File: src/rtl/core/hsv2rgb_pkg.sv
// Shared types and constants for the HSV to RGB pixel converter.
package hsv2rgb_pkg;

    // Sector of the hue circle, each one sixth of a turn
    typedef enum logic [2:0] {
        SEC_RED_YELLOW   = 3'd0,
        SEC_YELLOW_GREEN = 3'd1,
        SEC_GREEN_CYAN   = 3'd2,
        SEC_CYAN_BLUE    = 3'd3,
        SEC_BLUE_MAGENTA = 3'd4,
        SEC_MAGENTA_RED  = 3'd5
    } hsv2rgb_sector_t;

    localparam logic [7:0]  FULL_SCALE = 8'd255;
    localparam logic [16:0] FRAC_ONE   = 17'h10000;
    // 255 * 65536, the common denominator of q and t
    localparam logic [23:0] TERM_DEN   = 24'd16711680;
    // ceil(2^23 / 255): exact quotient by 255 for any 16-bit numerator used here
    localparam logic [15:0] RECIP_255  = 16'd32897;

    // Numerators of p, q and t, each still to be divided by 255
    typedef struct packed {
        logic [2:0]  sector;
        logic [7:0]  v;
        logic [15:0] p_num;
        logic [15:0] q_num;
        logic [15:0] t_num;
    } hsv2rgb_num_t;

endpackage

File: src/rtl/core/hsv_to_rgb_converter.sv
// Top level of the HSV to RGB pixel converter.
// Converts one pixel per clock unless stalled: hue (16-bit fraction of a turn), saturation
// and value (255 = 1.0) in, truncated 8-bit red, green and blue out. The datapath is a
// five-stage pipeline (sector split, saturation products, value products, divide by 255,
// channel select): out_valid rises once a transfer reaches the last stage register, and
// the result transfers when the output is not stalled. A transfer can be taken every cycle
// unless stalled; each stage holds one pixel, so up to five pixels are in flight and the
// input stalls only once every stage is full behind a stalled output.
module hsv_to_rgb_converter (
    input  logic        clk,
    input  logic        rst_n,
    input  logic        in_valid,
    output logic        in_stall,
    input  logic [15:0] hue,
    input  logic [7:0]  saturation,
    input  logic [7:0]  brightness_value,
    output logic        out_valid,
    input  logic        out_stall,
    output logic [7:0]  red_out,
    output logic [7:0]  green_out,
    output logic [7:0]  blue_out
);
    import hsv2rgb_pkg::*;

    logic         mid_valid;
    logic         mid_stall;
    hsv2rgb_num_t mid_num;

    hsv2rgb_terms u_terms (
        .clk              (clk),
        .rst_n            (rst_n),
        .in_valid         (in_valid),
        .in_stall         (in_stall),
        .hue              (hue),
        .saturation       (saturation),
        .brightness_value (brightness_value),
        .out_valid        (mid_valid),
        .out_stall        (mid_stall),
        .out_num          (mid_num)
    );

    hsv2rgb_quot u_quot (
        .clk       (clk),
        .rst_n     (rst_n),
        .in_valid  (mid_valid),
        .in_stall  (mid_stall),
        .in_num    (mid_num),
        .out_valid (out_valid),
        .out_stall (out_stall),
        .red_out   (red_out),
        .green_out (green_out),
        .blue_out  (blue_out)
    );

endmodule

File: src/rtl/core/hsv2rgb_terms.sv
// Three pipeline stages: hue sector split, saturation products, value products.
module hsv2rgb_terms (
    input  logic                      clk,
    input  logic                      rst_n,
    input  logic                      in_valid,
    output logic                      in_stall,
    input  logic [15:0]               hue,
    input  logic [7:0]                saturation,
    input  logic [7:0]                brightness_value,
    output logic                      out_valid,
    input  logic                      out_stall,
    output hsv2rgb_pkg::hsv2rgb_num_t out_num
);
    import hsv2rgb_pkg::*;

    logic        vld1_reg, vld2_reg, vld3_reg;
    logic        rdy1, rdy2, rdy3;

    logic [18:0] scaled;
    logic [2:0]  sec1_reg;
    logic [15:0] f1_reg;
    logic [7:0]  s1_reg;
    logic [7:0]  v1_reg;

    logic [23:0] fs;
    logic [16:0] g;
    logic [24:0] gs;
    logic [24:0] mt_full;
    logic [23:0] mq;
    logic [15:0] pnum;
    logic [2:0]  sec2_reg;
    logic [7:0]  v2_reg;
    logic [23:0] mq2_reg;
    logic [23:0] mt2_reg;
    logic [15:0] pnum2_reg;

    logic [31:0] nq;
    logic [31:0] nt;
    hsv2rgb_num_t num3_reg;

    // A stage takes new data when it is empty or its contents move on
    assign rdy3     = !vld3_reg || !out_stall;
    assign rdy2     = !vld2_reg || rdy3;
    assign rdy1     = !vld1_reg || rdy2;
    assign in_stall = !rdy1;

    always_ff @(posedge clk or negedge rst_n)
    begin
        if (!rst_n)
        begin
            vld1_reg <= 1'b0;
            vld2_reg <= 1'b0;
            vld3_reg <= 1'b0;
        end
        else
        begin
            if (rdy1)
            begin
                vld1_reg <= in_valid;
            end
            if (rdy2)
            begin
                vld2_reg <= vld1_reg;
            end
            if (rdy3)
            begin
                vld3_reg <= vld2_reg;
            end
        end
    end

    // hue * 6 as shift-add; top three bits are the sector
    assign scaled = {1'b0, hue, 2'b00} + {2'b00, hue, 1'b0};

    always_ff @(posedge clk)
    begin
        if (rdy1 && in_valid)
        begin
            sec1_reg <= scaled[18:16];
            f1_reg   <= scaled[15:0];
            s1_reg   <= saturation;
            v1_reg   <= brightness_value;
        end
    end

    assign fs      = 24'(f1_reg) * 24'(s1_reg);
    assign g       = FRAC_ONE - {1'b0, f1_reg};
    assign gs      = 25'(g) * 25'(s1_reg);
    assign mq      = TERM_DEN - fs;
    assign mt_full = {1'b0, TERM_DEN} - gs;
    assign pnum    = 16'(v1_reg) * 16'(FULL_SCALE - s1_reg);

    always_ff @(posedge clk)
    begin
        if (rdy2 && vld1_reg)
        begin
            sec2_reg  <= sec1_reg;
            v2_reg    <= v1_reg;
            mq2_reg   <= mq;
            mt2_reg   <= mt_full[23:0];
            pnum2_reg <= pnum;
        end
    end

    // Dropping the low 16 bits first leaves only a divide by 255
    assign nq = 32'(v2_reg) * 32'(mq2_reg);
    assign nt = 32'(v2_reg) * 32'(mt2_reg);

    always_ff @(posedge clk)
    begin
        if (rdy3 && vld2_reg)
        begin
            num3_reg.sector <= sec2_reg;
            num3_reg.v      <= v2_reg;
            num3_reg.p_num  <= pnum2_reg;
            num3_reg.q_num  <= nq[31:16];
            num3_reg.t_num  <= nt[31:16];
        end
    end

    assign out_valid = vld3_reg;
    assign out_num   = num3_reg;

endmodule

File: src/rtl/core/hsv2rgb_quot.sv
// Two pipeline stages: divide by 255 via reciprocal, then sector channel mapping.
module hsv2rgb_quot (
    input  logic                      clk,
    input  logic                      rst_n,
    input  logic                      in_valid,
    output logic                      in_stall,
    input  hsv2rgb_pkg::hsv2rgb_num_t in_num,
    output logic                      out_valid,
    input  logic                      out_stall,
    output logic [7:0]                red_out,
    output logic [7:0]                green_out,
    output logic [7:0]                blue_out
);
    import hsv2rgb_pkg::*;

    logic        vld4_reg, vld5_reg;
    logic        rdy4, rdy5;

    logic [31:0] prod_p, prod_q, prod_t;
    logic [2:0]  sec4_reg;
    logic [7:0]  v4_reg, p4_reg, q4_reg, t4_reg;

    logic [7:0]  red_next, green_next, blue_next;
    logic [7:0]  red_reg, green_reg, blue_reg;

    assign rdy5     = !vld5_reg || !out_stall;
    assign rdy4     = !vld4_reg || rdy5;
    assign in_stall = !rdy4;

    always_ff @(posedge clk or negedge rst_n)
    begin
        if (!rst_n)
        begin
            vld4_reg <= 1'b0;
            vld5_reg <= 1'b0;
        end
        else
        begin
            if (rdy4)
            begin
                vld4_reg <= in_valid;
            end
            if (rdy5)
            begin
                vld5_reg <= vld4_reg;
            end
        end
    end

    // Numerators are at most 65025, so the product stays below 2^31
    assign prod_p = 32'(in_num.p_num) * 32'(RECIP_255);
    assign prod_q = 32'(in_num.q_num) * 32'(RECIP_255);
    assign prod_t = 32'(in_num.t_num) * 32'(RECIP_255);

    always_ff @(posedge clk)
    begin
        if (rdy4 && in_valid)
        begin
            sec4_reg <= in_num.sector;
            v4_reg   <= in_num.v;
            p4_reg   <= prod_p[30:23];
            q4_reg   <= prod_q[30:23];
            t4_reg   <= prod_t[30:23];
        end
    end

    always_comb
    begin
        case (hsv2rgb_sector_t'(sec4_reg))
            SEC_RED_YELLOW:
            begin
                red_next = v4_reg; green_next = t4_reg; blue_next = p4_reg;
            end
            SEC_YELLOW_GREEN:
            begin
                red_next = q4_reg; green_next = v4_reg; blue_next = p4_reg;
            end
            SEC_GREEN_CYAN:
            begin
                red_next = p4_reg; green_next = v4_reg; blue_next = t4_reg;
            end
            SEC_CYAN_BLUE:
            begin
                red_next = p4_reg; green_next = q4_reg; blue_next = v4_reg;
            end
            SEC_BLUE_MAGENTA:
            begin
                red_next = t4_reg; green_next = p4_reg; blue_next = v4_reg;
            end
            default:
            begin
                red_next = v4_reg; green_next = p4_reg; blue_next = q4_reg;
            end
        endcase
    end

    always_ff @(posedge clk)
    begin
        if (rdy5 && vld4_reg)
        begin
            red_reg   <= red_next;
            green_reg <= green_next;
            blue_reg  <= blue_next;
        end
    end

    assign out_valid = vld5_reg;
    assign red_out   = red_reg;
    assign green_out = green_reg;
    assign blue_out  = blue_reg;

endmodule

File: config.mk
export PLATFORM = sky130hd
export DESIGN_NAME = hsv_to_rgb_converter
export DESIGN_NICKNAME = d
export VERILOG_FILES = /design/src/rtl/core/hsv2rgb_pkg.sv /design/src/rtl/core/hsv_to_rgb_converter.sv /design/src/rtl/core/hsv2rgb_terms.sv /design/src/rtl/core/hsv2rgb_quot.sv
export SDC_FILE = /design/constraint.sdc
export NUM_CORES = 2
export LEC_CHECK = 0
export BUFFER_PORTS_ARGS = -buffer_cell sky130_fd_sc_hd__clkbuf_2
export CORE_AREA = 2 2 366 368
export DETAILED_ROUTE_END_ITERATION = 6
export DIE_AREA = 0 0 368 370
export REMOVE_ABC_BUFFERS = 1
export SETUP_SLACK_MARGIN = 0.1
export SLEW_MARGIN = 25
export SYNTH_ARGS = -nofsm -noshare
export SYNTH_HDL_FRONTEND = slang
export SYNTH_SLANG_ARGS = --single-unit
File: constraint.sdc
create_clock -name clk -period 14.3 [get_ports clk]
set_input_delay 0.715 -clock clk [delete_from_list [all_inputs] [get_ports clk]]
set_output_delay 0.715 -clock clk [all_outputs]
set_load 0.05 [all_outputs]
======== Word level (Yosys, flattened, before mapping) ========
Cells that the tools add are included.
cells by class
  equal/unequal tests ..................... 4
  $add $sub $neg .......................... 5
  $mul .................................... 8
  multiplexer cells ....................... 3
  reductions and logical operators ........ 22
operators by type and width
  cell                    count
  $mul 16x16->31 const B  3
  $pmux 8 s3              3
  $mul 8x24->32           2
  $sub 24x24->24 const A  2
  $mul 16x8->24           1
  $mul 17x8->24           1
  $add 18x17->19          1
  $sub 17x16->17 const A  1
  $mul 8x16->16           1
  $sub 8x8->9 const A     1
  $reduce_or 2->1         4
  $logic_not 1->1         7
  $eq 3x2->1 const B      2
  $logic_and 1x1->1       5
  $logic_or 1x1->1        5
  $eq 3x1->1 const B      1
  $eq 3x3->1 const B      1
  $logic_not 3->1         1
word-level totals
  register bits ........................... 233
  output and inout port bits .............. 26
  bits of input ports ..................... 36
  logic and storage cells ................. 69

======== Depth between registers and ports, before layout ========
  depth after elaboration ................. 7
  depth in mapped cells ................... 24
  depth with buffers taken out ............ 23

======== Cells and area by module ========
A second synthesis with hierarchy kept.
unflattened totals
  cells, all modules ...................... 3426
  area total of the unflattened synthesis .. 33833.7 um^2
by module, submodules not included
  module         cells each  times used  sequential area each (um^2)  area each (um^2)
  hsv2rgb_terms  2837        1           5029.8                       27361.2
  hsv2rgb_quot   589         1           1821.7                       6472.5

======== Worst setup path after synthesis ========
OpenSTA, ideal clock, no wires.
  kind .................................... register to register
  from .................................... reg u_terms.f1_reg[6]
  to ...................................... reg u_terms.mt2_reg[23], data pin
  required time ........................... 14040 ps
  arrival ................................. 5394 ps
  cell stages (with the launch flop) ...... 22
  buffers on the path ..................... 1
  setup time .............................. 260 ps
  clock period less this slack ............ 5654 ps
  slack ................................... 8646 ps
  cells stage by stage .................... edfxtp_1 -> buf_2 -> nor4_2 -> and2b_1 -> nand2_1 -> or2_1 -> nor4_2 -> xnor2_1 -> nand2_1 -> fa_1 -> fa_1 -> fa_1 -> inv_1 -> fa_1 -> inv_1 -> ha_1 -> a21oi_1 -> nor3b_1 -> o211ai_1 -> a31o_2 -> a21oi_1 -> xnor2_1
on the way
  word-level cells in the longest chain between the ends .. 3
ends and longest elaborated chain
  item                           RTL line              source
  from (decl)                    hsv2rgb_terms.sv:21   logic [15:0] f1_reg;
  from (signal assigned)         hsv2rgb_terms.sv:80   f1_reg <= scaled[15:0];
  $sub 17x16->17                 hsv2rgb_terms.sv:87   assign g = FRAC_ONE - {1'b0, f1_reg};
  $mul 17x8->24                  hsv2rgb_terms.sv:88   assign gs = 25'(g) * 25'(s1_reg);
  $sub 24x24->24                 hsv2rgb_terms.sv:90   assign mt_full = {1'b0, TERM_DEN} - gs;
  named net u_terms.mt_full[23]  hsv2rgb_terms.sv:28   logic [24:0] mt_full;
  to (signal assigned)           hsv2rgb_terms.sv:100  mt2_reg <= mt_full[23:0];
  to (decl)                      hsv2rgb_terms.sv:34   logic [23:0] mt2_reg;
The timed path passes the listed nets, and every way through them passes these cells.
A chain may end at the register's enable or synchronous reset.

======== Worst setup path after layout ========
Same ends and word-level chain as after synthesis.

==> results_dict.tcl <==
set metrics [dict create \
    status "completed" \
    numPortBuffers 61 \
    cp_slowest_cell "fa_1" \
    crit_fanout 10 \
    finalSetupTns_ns 0 \
    yosysSeqAreaShare_pct 20.9 \
    rows 134 \
    grt_antenna_before_repair 1 \
    start_kind "register" \
    cts_root_buffer "clkbuf_16" \
    mostFrequentLayoutCell "inv_1" \
    fin_util_pct 27.2 \
    cts_made_buffers 28 \
    clock_sinks 229 \
    worst_slew_pin_slew_ns 0.983 \
    clock_path_buffers 3 \
    dieArea_um2 136000 \
    insertion_delay_ns 0.60 \
    largest_reg_flops 59 \
    fin_hold_ws_ns 0.290 \
    nets 4231 \
    fin_skew_ns 0.0198 \
    cap_violations 0 \
    initial_core_util_pct 24.7 \
    worst_setup_path_end_kind "register" \
    fmax_ghz 0.158 \
    ant_nets 0 \
    maxSlewViolCount 0 \
    yosysWarnings 0 \
    clkSlewWorstSetupHoldPaths_ns 0.06 \
    synth.avg_cell_area_um2 10.0 \
    final_cell_mix "inv_1 (593), ha_1 (458), fa_1 (450)" \
    drc 0 \
    postSynthCellCount 3274 \
    cts_tree "done" \
    ys.flop_type "edfxtp_1" \
    htree_levels 1 \
    viasPerCell 4.30 \
    post-route-period-util_pct 44.3 \
    fillerInstances 14000 \
    synthArstFlopShare_pct 2.18 \
    io_pins 62 \
    syn_area_um2 32800 \
    path_cells "nor4_2 > and2b_1 > nand2_1 > or2_1 > nor4_2 > xnor2_1 > nand2_1 > fa_1 > fa_1 > fa_1 > inv_1 > fa_1 > inv_1 > ha_1 > a21oi_1 > nor3b_1 > o211ai_1 > a31o_2 > a21oi_1 > xnor2_1" \
    postCtsSetupBuffers 0 \
    critical_path.top_delay_family "adder cells" \
    dr_total_vias 21800 \
    synth_cell_type_count 83 \
    first_pass_iters 5 \
    drive_above_1_share_pct 5.57 \
    fp.dieW_um 368 \
    setup_violations 0 \
    path_buf_inv 2 \
    grt_pass1_vias 23100 \
    first_iter_violations 1051 \
    overflow 0 \
    area_growth_pct 9.90 \
    cpMostUsedCell "fa_1" \
    hp-class "input pin to register" \
    rsz0062_at_grt "false" \
    grt_pass1_wl_um 117000 \
    place.detailed.hpwl_um 54400 \
    grt_max_degree 70 \
    track_usage_pct 10.3 \
    gp_congestion 0.788 \
    required_ns 14.64 \
    relSlewSlack_pct 34.2 \
    synth_seq_cells 229 \
    period_minus_slack_ns 6.34 \
    arrival_ns 6.68 \
    synth_edf_count 224 \
    fp.dieH_um 370 \
    totalWireLength_um 69200 \
    finalHoldViolCount 0 \
    max_stage_delay_ns 0.55 \
    crit_type "register to register" \
    wl_per_cell_um 13.6 \
    fp.coreArea_um2 132000 \
]
## synth_stat cells, types with 26 or more instances
library cell	number	area share [%]
a21o_1	36	0.82
nor2b_1	54	1.0
edfxtp_1	224	21
xnor2_1	76	2.0
nand3_1	26	0.40
fa_1	450	27
inv_1	593	6.8
xor2_1	35	0.94
clkbuf_1	87	1.0
nor2_1	86	0.98
ha_1	458	17
nand2b_1	42	0.80
and2_1	305	5.8
a21oi_1	101	1.5
nand2_1	350	4.0
nor3_1	39	0.60
o21ai_0	37	0.56
## path summary, 6_finish.rpt
path                                               startpoint                       endpoint  slack (ns)  cells after the start
worst max-delay path              u_terms.f1_reg[6]$_DFFE_PP_  u_terms.mt2_reg[23]$_DFFE_PP_        7.96                     20
worst min-delay path                            saturation[3]    u_terms.s1_reg[3]$_DFFE_PP_        0.29                      1
worst max register to register    u_terms.f1_reg[6]$_DFFE_PP_  u_terms.mt2_reg[23]$_DFFE_PP_        7.96                     20
worst min register to register  u_terms.out_num[58]$_DFFE_PP_   u_quot.sec4_reg[2]$_DFFE_PP_        0.41                      0
max in group asynchronous                               rst_n    u_quot.vld4_reg$_DFFE_PN0P_       13.71                      2
min in group asynchronous                               rst_n   u_terms.vld1_reg$_DFFE_PN0N_        0.46                      2
## through the flow
stage,cells,setup slack [ns],cell area [um^2]
floorplan,3173,8.62,32400
global placement,5023,8.10,35100
detailed placement,5023,7.96,35100
CTS,5073,7.93,36000
global route,5074,7.61,36000
finish,5075,7.96,36000
## timing repair
item,4_1_cts,5_1_grt
hold buffers,1,0
hold endpoints to repair,5,0
resized for setup,0,0
## kinds of logic after synthesis
family          Yosys count  share of synthesized area (%)
simple gates            968                           15.1
mux                      44                           1.43
flops                   229                           20.9
fa+ha+maj               908                           45.0
compound gates          319                           6.70
xor+xnor                111                           2.97
buf+inv                 695                           7.98
## per-layer routing
| layer | routed length [um] | GRT usage, % | vias to the layer above | share of wire (%) |
|---|---|---|---|---|
| met2 | 31700 | 17.3 | 296 | 46 |
| met4 | 1130 | 1.86 | 0 | 1.6 |
| li1 | - | - | 10600 | - |
| met3 | 2570 | 1.30 | 70 | 3.7 |
| met5 | 0 | 0 | - | 0 |
| met1 | 33800 | 14.4 | 10900 | 49 |
## final cells by class
type                    instances  area (um^2)  area share (%)
repair buffers                 84          500            1.39
inverters                     594         2230            6.19
well taps                    1768         2210            6.14
flip-flops and latches        229         6850            19.0
multi-input cells            2350        23300            64.8
clock inverters                18          189           0.524
diodes                          1         2.50         0.00695
clock buffers                  31          712            1.98
## worst reg2reg max path, delay by kind of cell (launching register included)
kind            cells  cell delay, ns
compound gates      4            0.87
xor+xnor            2            0.41
fa+ha+maj           5            2.45
buf+inv             2            0.10
flops               1            0.54
simple gates        7            1.71
Power is left out: the tool's default activity adds up to more than one toggle a clock period on the data nets, which glitch-free logic cannot reach.
